<file path="src/hw/rtl/assert_macros.svh">
// Assertion helpers used by acfe_symbol_gen. Empty when SYNTHESIS is defined.
`ifndef ASSERT_MACROS_SVH
`define ASSERT_MACROS_SVH

`ifndef SYNTHESIS

// prop must hold at every rising clock edge out of reset
`define ASSERT_ALWAYS(lbl, clk, rstn, prop, msg) \
    lbl: assert property (@(posedge clk) disable iff (!rstn) (prop)) else $error(msg);

// cons must hold in the same cycle as ante
`define ASSERT_IMPLIES(lbl, clk, rstn, ante, cons, msg) \
    lbl: assert property (@(posedge clk) disable iff (!rstn) (ante) |-> (cons)) \
        else $error(msg);

// cons must hold in the cycle after ante
`define ASSERT_NEXT(lbl, clk, rstn, ante, cons, msg) \
    lbl: assert property (@(posedge clk) disable iff (!rstn) (ante) |=> (cons)) \
        else $error(msg);

`else

`define ASSERT_ALWAYS(lbl, clk, rstn, prop, msg)
`define ASSERT_IMPLIES(lbl, clk, rstn, ante, cons, msg)
`define ASSERT_NEXT(lbl, clk, rstn, ante, cons, msg)

`endif

`endif

</file>
<file path="src/hw/rtl/acfe_pkg.sv">
`default_nettype none

package acfe_pkg;

    localparam int FRAME_BYTES = 14;
    localparam int SECTION_BYTES = 7;
    localparam int FRAME_BITS = FRAME_BYTES * 8;

    typedef logic [FRAME_BITS-1:0] frame_t;
    typedef logic [6:0] sym_idx_t;
    typedef logic [2:0] cfg_idx_t;
    typedef logic [5:0] cfg_data_t;

    // Register indexes on the configuration port
    localparam cfg_idx_t CFG_POWER_ON         = 3'd0;
    localparam cfg_idx_t CFG_SET_TEMPERATURE  = 3'd1;
    localparam cfg_idx_t CFG_OP_MODE          = 3'd2;
    localparam cfg_idx_t CFG_FAN_SPEED        = 3'd3;
    localparam cfg_idx_t CFG_SWING_HORIZONTAL = 3'd4;
    localparam cfg_idx_t CFG_SWING_VERTICAL   = 3'd5;

    typedef struct packed {
        logic       power_on;
        logic [5:0] set_temperature;
        logic [2:0] op_mode;
        logic [1:0] fan_speed;
        logic       swing_horizontal;
        logic       swing_vertical;
    } cfg_t;

    localparam logic [5:0] TEMP_RESET = 6'd24;
    localparam logic [5:0] TEMP_MIN   = 6'd16;
    localparam logic [5:0] TEMP_MAX   = 6'd30;

    localparam logic [7:0] BASE_FRAME [FRAME_BYTES] = '{
        8'h02, 8'h92, 8'h0F, 8'h00, 8'h00, 8'h00, 8'hF0,
        8'h01, 8'h02, 8'hAE, 8'h71, 8'h00, 8'h15, 8'hF0
    };

    // Symbol positions within one frame
    localparam sym_idx_t PAIRS_PER_FRAME = 7'd117;
    localparam sym_idx_t SYM_LEAD_IN     = 7'd0;
    localparam sym_idx_t SYM_HDR_0       = 7'd1;
    localparam sym_idx_t SYM_GAP_0       = 7'd58;
    localparam sym_idx_t SYM_HDR_1       = 7'd59;
    localparam sym_idx_t SYM_GAP_1       = 7'd116;
    localparam sym_idx_t SYM_LAST        = 7'd116;
    localparam sym_idx_t DATA_OFS_0      = 7'd2;
    localparam sym_idx_t DATA_OFS_1      = 7'd4;

    // Pulse timings in microseconds
    localparam logic [11:0] LEAD_MARK_US  = 12'd690;
    localparam logic [14:0] LEAD_SPACE_US = 15'd17844;
    localparam logic [11:0] HDR_MARK_US   = 12'd3086;
    localparam logic [14:0] HDR_SPACE_US  = 15'd8864;
    localparam logic [11:0] BIT_MARK_US   = 12'd586;
    localparam logic [14:0] ONE_SPACE_US  = 15'd1432;
    localparam logic [14:0] ZERO_SPACE_US = 15'd436;
    localparam logic [14:0] GAP_SPACE_US  = 15'd2886;

    function automatic logic [2:0] mode_code(input logic [2:0] op_mode);
        logic [2:0] code;
        case (op_mode)
            3'd0:    code = 3'd0;
            3'd1:    code = 3'd1;
            3'd2:    code = 3'd4;
            3'd3:    code = 3'd2;
            3'd4:    code = 3'd3;
            default: code = 3'd0;
        endcase
        return code;
    endfunction

    function automatic logic [2:0] fan_code(input logic [1:0] fan_speed);
        logic [2:0] code;
        case (fan_speed)
            2'd0:    code = 3'd0;
            2'd1:    code = 3'd2;
            2'd2:    code = 3'd4;
            default: code = 3'd5;
        endcase
        return code;
    endfunction

    function automatic logic [2:0] swing_code(input logic h, input logic v);
        logic [2:0] code;
        case ({h, v})
            2'b00:   code = 3'd7;
            2'b01:   code = 3'd2;
            2'b10:   code = 3'd3;
            default: code = 3'd4;
        endcase
        return code;
    endfunction

    function automatic logic [3:0] temp_code(input logic [5:0] t);
        logic [5:0] tc;
        logic [5:0] ofs;
        tc = t;
        if (t < TEMP_MIN)
        begin
            tc = TEMP_MIN;
        end
        else if (t > TEMP_MAX)
        begin
            tc = TEMP_MAX;
        end
        ofs = tc - TEMP_MIN;
        return ofs[3:0];
    endfunction

endpackage

`default_nettype wire

</file>
<file path="src/hw/rtl/acfe_frame_builder.sv">
`default_nettype none

module acfe_frame_builder (
    input  acfe_pkg::cfg_t   cfg,
    output acfe_pkg::frame_t frame
);
    import acfe_pkg::*;

    logic [7:0] pre [FRAME_BYTES];
    logic [7:0] fin [FRAME_BYTES];
    logic [7:0] sum0;
    logic [7:0] sum1;

    function automatic logic [3:0] ones8(input logic [7:0] v);
        logic [3:0] c;
        c = 4'd0;
        for (int i = 0; i < 8; i++)
        begin
            c = c + {3'b000, v[i]};
        end
        return c;
    endfunction

    // Count over byte 0, low nibble of byte 1, high nibble of byte 2 and bytes 3..6
    function automatic logic [7:0] section_sum(input logic [7:0] b0, input logic [7:0] b1,
                                               input logic [7:0] b2, input logic [7:0] b3,
                                               input logic [7:0] b4, input logic [7:0] b5,
                                               input logic [7:0] b6);
        logic [5:0] c;
        c = {2'b00, ones8(b0)} + {2'b00, ones8(b1 & 8'h0F)} + {2'b00, ones8(b2 & 8'hF0)}
          + {2'b00, ones8(b3)} + {2'b00, ones8(b4)} + {2'b00, ones8(b5)}
          + {2'b00, ones8(b6)};
        return ~{2'b00, c};
    endfunction

    always_comb
    begin
        for (int i = 0; i < FRAME_BYTES; i++)
        begin
            pre[i] = BASE_FRAME[i];
        end
        pre[9][6:4]  = swing_code(cfg.swing_horizontal, cfg.swing_vertical);
        pre[6][5:4]  = {2{cfg.power_on}};
        pre[13][5:4] = {2{cfg.power_on}};
        pre[12][6:4] = mode_code(cfg.op_mode);
        pre[12][3:1] = fan_code(cfg.fan_speed);
        pre[11][7:4] = temp_code(cfg.set_temperature);
        pre[13][2]   = 1'b1;
    end

    assign sum0 = section_sum(pre[0], pre[1], pre[2], pre[3], pre[4], pre[5], pre[6]);
    assign sum1 = section_sum(pre[7], pre[8], pre[9], pre[10], pre[11], pre[12], pre[13]);

    // Drop the checksum nibbles into their slots; the counted bits are untouched
    always_comb
    begin
        for (int i = 0; i < FRAME_BYTES; i++)
        begin
            fin[i] = pre[i];
        end
        fin[1][7:4] = sum0[3:0];
        fin[2][3:0] = sum0[7:4];
        fin[SECTION_BYTES + 1][7:4] = sum1[3:0];
        fin[SECTION_BYTES + 2][3:0] = sum1[7:4];
    end

    always_comb
    begin
        for (int i = 0; i < FRAME_BYTES; i++)
        begin
            frame[i*8 +: 8] = fin[i];
        end
    end

endmodule

`default_nettype wire

</file>
<file path="src/hw/rtl/acfe_symbol_gen.sv">
`default_nettype none

`include "assert_macros.svh"

module acfe_symbol_gen (
    input  wire              clk,
    input  wire              rst_n,
    input  acfe_pkg::frame_t frame,
    input  wire              in_valid,
    output logic             in_ready,
    input  wire              restart,
    output logic             out_valid,
    input  wire              out_ready,
    output logic [11:0]      mark_us,
    output logic [14:0]      space_us,
    output logic             frame_end
);
    import acfe_pkg::*;

    sym_idx_t    idx_reg;
    sym_idx_t    idx_next;
    logic        out_valid_reg;
    logic        out_valid_next;
    logic [11:0] mark_reg;
    logic [11:0] mark_next;
    logic [14:0] space_reg;
    logic [14:0] space_next;
    logic        frame_end_reg;
    logic        frame_end_next;

    logic        in_fire;
    sym_idx_t    sym;
    sym_idx_t    bit_idx;

    assign in_ready = !out_valid_reg || out_ready;
    assign in_fire  = in_valid && in_ready;

    always_comb
    begin
        sym = idx_reg;
        if (restart || idx_reg >= PAIRS_PER_FRAME)
        begin
            sym = SYM_LEAD_IN;
        end
        bit_idx = (sym < SYM_GAP_0) ? (sym - DATA_OFS_0) : (sym - DATA_OFS_1);
    end

    always_comb
    begin
        mark_next      = BIT_MARK_US;
        space_next     = frame[bit_idx] ? ONE_SPACE_US : ZERO_SPACE_US;
        frame_end_next = (sym == SYM_LAST);
        if (sym == SYM_LEAD_IN)
        begin
            mark_next  = LEAD_MARK_US;
            space_next = LEAD_SPACE_US;
        end
        else if (sym == SYM_HDR_0 || sym == SYM_HDR_1)
        begin
            mark_next  = HDR_MARK_US;
            space_next = HDR_SPACE_US;
        end
        else if (sym == SYM_GAP_0 || sym == SYM_GAP_1)
        begin
            space_next = GAP_SPACE_US;
        end
    end

    always_comb
    begin
        idx_next       = idx_reg;
        out_valid_next = out_valid_reg;
        if (out_ready)
        begin
            out_valid_next = 1'b0;
        end
        if (in_fire)
        begin
            out_valid_next = 1'b1;
            idx_next       = (sym == SYM_LAST) ? SYM_LEAD_IN : sym + 7'd1;
        end
    end

    always_ff @(posedge clk or negedge rst_n)
    begin
        if (!rst_n)
        begin
            idx_reg       <= SYM_LEAD_IN;
            out_valid_reg <= 1'b0;
        end
        else
        begin
            idx_reg       <= idx_next;
            out_valid_reg <= out_valid_next;
        end
    end

    // Payload loads only on an accepted transaction
    always_ff @(posedge clk)
    begin
        if (in_fire)
        begin
            mark_reg      <= mark_next;
            space_reg     <= space_next;
            frame_end_reg <= frame_end_next;
        end
    end

    assign out_valid = out_valid_reg;
    assign mark_us   = mark_reg;
    assign space_us  = space_reg;
    assign frame_end = frame_end_reg;

    `ASSERT_ALWAYS(a_idx_range, clk, rst_n, idx_reg < PAIRS_PER_FRAME, "symbol index out of range")
    `ASSERT_NEXT(a_wrap, clk, rst_n, in_fire && sym == SYM_LAST, idx_reg == SYM_LEAD_IN, "no wrap after last pair")
    `ASSERT_NEXT(a_advance, clk, rst_n, in_fire && !restart && idx_reg < SYM_LAST, idx_reg == $past(idx_reg) + 7'd1, "index did not advance")
    `ASSERT_NEXT(a_result, clk, rst_n, in_fire, out_valid_reg, "accepted transaction gave no result")
    `ASSERT_IMPLIES(a_end_gap, clk, rst_n, out_valid_reg && frame_end_reg, mark_reg == BIT_MARK_US && space_reg == GAP_SPACE_US, "frame end not on a gap pair")

endmodule

`default_nettype wire

</file>
<file path="src/hw/rtl/ac_ir_frame_pulse_encoder_top.sv">
// A result is valid the cycle after its input transaction is accepted.
// Throughput: one pulse pair per cycle while in_valid and out_ready stay high; the symbol
// counter and the output register advance together, with the frame rebuilt by logic from the settings.
// Reset: rst_n (asynchronous, active low) clears the symbol counter to the
// lead-in, empties the output register and loads the setting reset values.
`default_nettype none

module ac_ir_frame_pulse_encoder_top (
    input  wire                 clk,
    input  wire                 rst_n,
    input  wire                 cfg_we,
    input  acfe_pkg::cfg_idx_t  cfg_index,
    input  acfe_pkg::cfg_data_t cfg_data,
    input  wire                 in_valid,
    output logic                in_ready,
    input  wire                 restart,
    output logic                out_valid,
    input  wire                 out_ready,
    output logic [11:0]         mark_us,
    output logic [14:0]         space_us,
    output logic                frame_end
);
    import acfe_pkg::*;

    cfg_t   cfg_reg;
    cfg_t   cfg_next;
    frame_t frame;

    always_comb
    begin
        cfg_next = cfg_reg;
        if (cfg_we)
        begin
            case (cfg_index)
                CFG_POWER_ON:         cfg_next.power_on         = cfg_data[0];
                CFG_SET_TEMPERATURE:  cfg_next.set_temperature  = cfg_data;
                CFG_OP_MODE:          cfg_next.op_mode          = cfg_data[2:0];
                CFG_FAN_SPEED:        cfg_next.fan_speed        = cfg_data[1:0];
                CFG_SWING_HORIZONTAL: cfg_next.swing_horizontal = cfg_data[0];
                CFG_SWING_VERTICAL:   cfg_next.swing_vertical   = cfg_data[0];
                default:              cfg_next = cfg_reg;
            endcase
        end
    end

    always_ff @(posedge clk or negedge rst_n)
    begin
        if (!rst_n)
        begin
            cfg_reg.power_on         <= 1'b0;
            cfg_reg.set_temperature  <= TEMP_RESET;
            cfg_reg.op_mode          <= 3'd0;
            cfg_reg.fan_speed        <= 2'd0;
            cfg_reg.swing_horizontal <= 1'b0;
            cfg_reg.swing_vertical   <= 1'b0;
        end
        else
        begin
            cfg_reg <= cfg_next;
        end
    end

    acfe_frame_builder u_frame_builder (
        .cfg   (cfg_reg),
        .frame (frame)
    );

    acfe_symbol_gen u_symbol_gen (
        .clk       (clk),
        .rst_n     (rst_n),
        .frame     (frame),
        .in_valid  (in_valid),
        .in_ready  (in_ready),
        .restart   (restart),
        .out_valid (out_valid),
        .out_ready (out_ready),
        .mark_us   (mark_us),
        .space_us  (space_us),
        .frame_end (frame_end)
    );

endmodule

`default_nettype wire
</file>
<file path="config.mk">
export PLATFORM = sky130hd
export DESIGN_NAME = ac_ir_frame_pulse_encoder_top
export DESIGN_NICKNAME = d
export VERILOG_FILES = /design/src/hw/rtl/acfe_pkg.sv /design/src/hw/rtl/acfe_frame_builder.sv /design/src/hw/rtl/acfe_symbol_gen.sv /design/src/hw/rtl/ac_ir_frame_pulse_encoder_top.sv
export VERILOG_INCLUDE_DIRS = /design/src /design/src/hw/rtl
export SDC_FILE = /design/constraint.sdc
export NUM_CORES = 1
export LEC_CHECK = 0
export ABC_AREA = 1
export BUFFER_PORTS_ARGS = -buffer_cell sky130_fd_sc_hd__buf_2
export CAP_MARGIN = 20
export CORE_MARGIN = 4
export CORE_UTILIZATION = 30
export CTS_CLUSTER_DIAMETER = 30
export DETAILED_ROUTE_END_ITERATION = 10
export SLEW_MARGIN = 10
export SYNTH_ARGS = -nofsm -noshare
export SYNTH_HDL_FRONTEND = slang
export SYNTH_SLANG_ARGS = --single-unit
</file>
<file path="constraint.sdc">
create_clock -name clk -period 5.8 [get_ports clk]
set_input_delay 0.29 -clock clk [delete_from_list [all_inputs] [get_ports clk]]
set_output_delay 0.29 -clock clk [all_outputs]
set_load 0.05 [all_outputs]
</file>
* Word-level counts from Yosys, hierarchy flattened
Index checks and enable logic that the tools add are counted.
Storage, ports and cells: logic and storage cells 101, register bits after elaboration 50, bits of input ports 15
Operators by class: bitwise gates (word level) 2, equality and inequality tests 17, add/subtract/negate cells 29, magnitude comparators 5, reduce and logical (&&, ||, !) cells 19, mux-type cells 16
Operator list (count):
- $mux 15 | 2
- $mux 7 | 3
- $add 6x4->6 | 3
- $pmux 3 s3 | 2
- $eq 7x6->1 const B | 2
- $add 2x1->3 | 4
- $add 4x1->4 | 3
- $add 4x1->4 const B | 3
- $eq 3x2->1 const B | 4
- $mux 12 | 1
- $pmux 3 s4 | 1
- $reduce_and 2->1 | 6
- $mux 11 | 1
- $add 2x4->5 const A | 2
- $eq 3x3->1 const B | 3
- $add 3x1->4 | 2
- $add 3x1->4 const B | 2
- $lt 7x8->1 const B | 1
- $mux 4 | 2
- $not 5->8 | 1
- $not 6->8 | 1
- $add 7x1->7 const B | 1
- $bmux 1 s7 | 1
- $eq 7x1->1 const B | 1
- 24 further kinds | 36

* Longest topological paths before layout
depth after elaboration 16, depth in mapped cells 27

* By module
Synthesis repeated with hierarchy kept, for this count alone.
Unflattened totals: cell total of the unflattened synthesis 722, area total of the unflattened synthesis 4790.8 µm²
By module, submodules not included:
- acfe_symbol_gen | instances 1, cells an instance 465, area an instance 2777.7 µm², seq. area each 620.6 µm²
- acfe_frame_builder | instances 1, cells an instance 183, area an instance 1385.1 µm², seq. area each 0.0 µm²
- ac_ir_frame_pulse_encoder_top | instances 1, cells an instance 74, area an instance 628.1 µm², seq. area each 352.8 µm²

* Worst setup path after synthesis
OpenSTA, ideal clock, no wires.
path kind register to register, from register cfg_reg[11] (netlist bit), to register u_symbol_gen.space_reg[2], in the netlist u_symbol_gen.space_us[2], data pin, arrival time 4133 ps, buffers on the path 0, path slack 1410 ps, setup time 257 ps, data required time 5543 ps, period minus slack after synthesis 4390 ps, cell stages (with the launch flop) 23, cells stage by stage dfstp_2 nand4_1 fa_1 inv_1 fa_1 fa_1 fa_1 fa_1 or2_2 nand2_1 o21ai_0 nand3_1 nand2_1 nand2_1 nand2_1 nand2_1 nand3_1 nand2_1 nand2_1 nand2_1 nand2_1 nand2_1 nand2_1
On the way: longest elaborated chain between the ends 16, elaborated cells on any way between the ends 17, those cells by class 7 x add/sub; 2 x order compare; 7 x mux; 1 x bitwise
RTL lines:
- start: declaration | RTL line ac_ir_frame_pulse_encoder_top.sv:25 | cfg_t cfg_reg;
- start signal: assignment | RTL line ac_ir_frame_pulse_encoder_top.sv:59 | cfg_reg <= cfg_next;
- $gt 6x5->1 | RTL line acfe_pkg.sv:104 | else if (t > TEMP_MAX)
- $mux 4 | RTL line acfe_pkg.sv:104
- $mux 4 * | RTL line acfe_pkg.sv:100 | if (t < TEMP_MIN)
- $sub 4x1->4 * | RTL line acfe_pkg.sv:108 | ofs = tc - TEMP_MIN;
- $add 1x1->2 | RTL line acfe_frame_builder.sv:19 | c = c + {3'b000, v[i]};
- $add 2x1->3 | RTL line acfe_frame_builder.sv:19
- $add 3x1->4 | RTL line acfe_frame_builder.sv:19
- $add 6x4->6 (2 in series) | RTL line acfe_frame_builder.sv:31 | + {2'b00, ones8(b3)} + {2'b00, ones8(b4)} + {2'b00, ones8(b5)}
- $add 6x4->6 | RTL line acfe_frame_builder.sv:32 | + {2'b00, ones8(b6)};
- $not 6->8 | RTL line acfe_frame_builder.sv:33 | return ~{2'b00, c};
- $bmux 1 s7 * | RTL line acfe_symbol_gen.sv:51 | space_next = frame[bit_idx] ? ONE_SPACE_US : ZERO_SPACE_US;
- $mux 1 (implied by the code) * | RTL line acfe_symbol_gen.sv:51
- $mux 11 * | RTL line acfe_symbol_gen.sv:51
- $mux 15 * | RTL line acfe_symbol_gen.sv:63 | else if (sym == SYM_GAP_0 || sym == SYM_GAP_1)
- $mux 15 * | RTL line acfe_symbol_gen.sv:58 | else if (sym == SYM_HDR_0 || sym == SYM_HDR_1)
- end signal: assignment | RTL line acfe_symbol_gen.sv:104 | space_reg <= space_next;
- end: declaration | RTL line acfe_symbol_gen.sv:26 | logic [14:0] space_reg;
Mark *: on every way between the ends. The rest lies on a longest branch, timed or not. The select of a mux whose other input is x is not followed. A chain may end at the register's enable or synchronous reset.

* Worst setup path in the final report
Ends and elaborated chain as after synthesis.

==> impl_metrics.tcl <==
set metrics [dict create \
    die_area_mm2 0.0113 \
    ys.warnings.count 0 \
    vias 2365 \
    diodes 0 \
    pwr_density_cell_mw_per_mm2 333 \
    drive_above_1_share_pct 16.5 \
    status "complete, no violations" \
    coreArea_mm2 0.00933 \
    rr_worst_depth 22 \
    max_stage_delay_ps 560 \
    final_util_pct 34.8 \
    worst_slack_ps 1180 \
    wl_per_cell_um 10.4 \
    nNetsFinal 455 \
    synthTopCellsByArea "dfrtp_1, edfxtp_1, nand2_1" \
    first_global_vias 2366 \
    portBuffers 39 \
    grt_pass1_wl_um 10300 \
    synth_area_per_cell_um2 7.71 \
    syn_to_final_growth_pct 11.7 \
    cts_root_buffer "clkbuf_8" \
    path_cells "nand4_1 -> fa_1 -> inv_1 -> fa_1 -> fa_1 -> fa_1 -> fa_1 -> or2_2 -> nand2_1 -> o21ai_0 -> nand3_1 -> nand2_1 -> nand2_1 -> nand2_1 -> nand2_1 -> nand3_1 -> nand2_1 -> nand2_1 -> nand2_1 -> nand2_1 -> nand2_1 -> nand2_1" \
    start_util_pct 31.2 \
    hpwl_um 4520 \
    r2r-end "u_symbol_gen.space_us[2]" \
    io-pin-count 45 \
    start_kind "register" \
    peakVddDrop_mv 0.155 \
    fin_setup_tns_ps 0 \
    largest_reg_flops 14 \
    synth_top_area_share_pct 17.2 \
    finalInstanceArea_mm2 0.00325 \
    synth-seq-cells 36 \
    finalCriticalPeriod_ps 4620 \
    postPlaceCellArea_mm2 0.00316 \
    cp_slowest_cell "dfstp_2" \
    worstPathArrival_ps 4660 \
    place_inst 531 \
    multi_input_area_mm2 0.00162 \
    postCtsSetupRepairBufs 0 \
    finClkSkew_ps 11.1 \
    fin_cells 540 \
    regArea_um2 973 \
    antenna_found_initial 0 \
    final_common_cell "nand2_1" \
    cts.clk_slew.worst_paths_ps 80 \
    tightest_slew_ps 787 \
    first_pass_iters 4 \
    cts_buffers 5 \
    yosysSeqAreaShare_pct 33.5 \
    swShare_pct 44.2 \
    groute.usage.overall_pct 10.8 \
    cts_num_sinks 36 \
    r2r-start "cfg_reg[11]" \
    tritoncts "built" \
    clock_latency_ps 290 \
    die_width_um 106 \
    slew_headroom_pct 47.4 \
    cp_data_required_time_ps 5840 \
    clkPwrFrac_pct 15.8 \
    netlist_area_mm2 0.00291 \
    yosysTopAreaCell "dfrtp_1" \
    holdPathEnd "u_symbol_gen.out_valid" \
    p_int_w 0.000603 \
    hold_depth 3 \
    drv_slew 0 \
    setup_viol 0 \
    gr-total-overflow 0 \
    rows 35 \
    power.switching_w 0.000478 \
    final_cell_mix "nand2_1, inv_1, buf_2" \
    num-fill-cells 994 \
    rsz0062_at_grt "no" \
    dieHeight_um 106 \
    setup.worst_path.end_class "register" \
    ant_nets 0 \
    synth_cell_type_count 35 \
    fin_crit_sh_pct 79.7 \
    seq_power_share_pct 30.7 \
    combPwrFrac_pct 53.5 \
    setup.worst_path.start "cfg_reg[11]" \
    maxCapViolations 0 \
    viasPerCell 4.38 \
    post-route-drc-count 0 \
    htreeDepth 2 \
    drt_iter0_markers 73 \
    totalWireLength_um 5630 \
    crit_fanout 5 \
    hold_viol 0 \
    syn-instance-count 377 \
    finalWeightedCongestion 0.784 \
    worstHoldStart "in_valid" \
    cts_buffer_depth 2 \
    cellLeakagePower_nw 1.64 \
    grt_max_degree 25 \
    path_class "reg2reg" \
    ff2ff_setup_slack_ps 1180 \
    hp-class "in2reg" \
    fmax_ghz 0.216 \
    path_common_cell "nand2_1" \
    preCtsSetupSlack_ps 1170 \
]
==> cell type report <==
class                      count  area share (%)
timing repair buffer          40            6.32
clock buffer                   7            2.35
inverter                      56            6.47
multi-input combinational    271            49.8
tap                          129            4.97
clock inverter                 1           0.154
sequential                    36            30.0
==> worst max-delay path: cells and delay by family, from the launching register on <==
| kind | cells | cell delay [ps] |
|---|---|---|
| buffers and inverters | 1 | 50 |
| DFF | 1 | 560 |
| AOI/OAI and AO/OA | 1 | 70 |
| adders and majority gates | 5 | 2460 |
| and+or+nand+nor | 15 | 1250 |
==> layer usage <==
metal	vias to the layer above	wire length (um)	GRT usage, %
met5	-	0	0
met4	0	34	2.37
met3	5	265	2.37
met2	40	2590	19.0
met1	1060	2740	13.5
li1	1260	-	-
==> worst max path at each step <==
stage | slack, ps | to
finish | 1180 | u_symbol_gen.space_us[2]
global route | 750 | u_symbol_gen.space_us[2]
CTS | 1160 | u_symbol_gen.space_us[2]
detailed placement | 1170 | u_symbol_gen.space_us[2]
global placement | 1240 | u_symbol_gen.space_us[2]
floorplan | 1410 | u_symbol_gen.space_us[2]
==> repair_timing <==
item,4_1_cts,5_1_grt
hold endpoints to repair,20,0
resized for setup,0,0
hold buffers,1,0
==> logic make-up after synthesis <==
| kind of cell | after synthesis | share of synthesized area, % |
|---|---|---|
| multiplexers | 2 | 0.774 |
| XOR/XNOR | 11 | 3.31 |
| adder cells (fa/ha/maj) | 30 | 14.7 |
| flip-flops | 36 | 33.5 |
| AO/OA/AOI/OAI | 48 | 8.95 |
| buffers and inverters | 73 | 11.3 |
| other | 2 | 0.258 |
| AND/OR/NAND/NOR | 175 | 27.2 |
==> synthesized netlist by cell type <==
| cell | n |
|---|---|
| nand2_1 | 96 |
| inv_1 | 53 |
| nand3_1 | 33 |
| ha_1 | 23 |
| nor2_1 | 22 |
| o21ai_0 | 22 |
| dfrtp_1 | 20 |
| buf_4 | 14 |
| edfxtp_1 | 14 |
| a21oi_1 | 13 |
| xor2_1 | 9 |
| fa_1 | 7 |
| nand4_1 | 6 |
| nor2_2 | 5 |
| o22ai_1 | 5 |
| inv_2 | 3 |
| nand2_2 | 3 |
| nand2_4 | 3 |
| a31oi_1 | 2 |
| buf_2 | 2 |
| conb_1 | 2 |
| dfstp_2 | 2 |
| mux2_2 | 2 |
| nand3_2 | 2 |
| nor3_1 | 2 |
| o21ai_1 | 2 |
| xnor2_1 | 2 |
| a21oi_2 | 1 |
| a22oi_1 | 1 |
| clkbuf_1 | 1 |
| nand3_4 | 1 |
| nand3b_1 | 1 |
| o21a_1 | 1 |
| o31ai_1 | 1 |
| or2_2 | 1 |
==> power groups by stage <==
stage	Sequential (W)	Clock (W)	Combinational [W]
CTS	0.000332	0.000177	0.000584
detailed placement	0.000337	0	0.000582
floorplan	0.000371	0	0.000447
global placement	0.000335	0	0.000569
finish	0.000332	0.000171	0.000578
global route	0.000337	0.000191	0.000686
==> per-stage QoR <==
stage          hold WS [ps]  power (W)
2_1_floorplan         -5.59   0.000818
4_1_cts                 212    0.00109
3_3_place_gp            284   0.000904
6_report                215    0.00108
3_5_place_dp            292   0.000919
5_1_grt                 245    0.00121
Note: power is estimated with default switching activity, not from simulation.
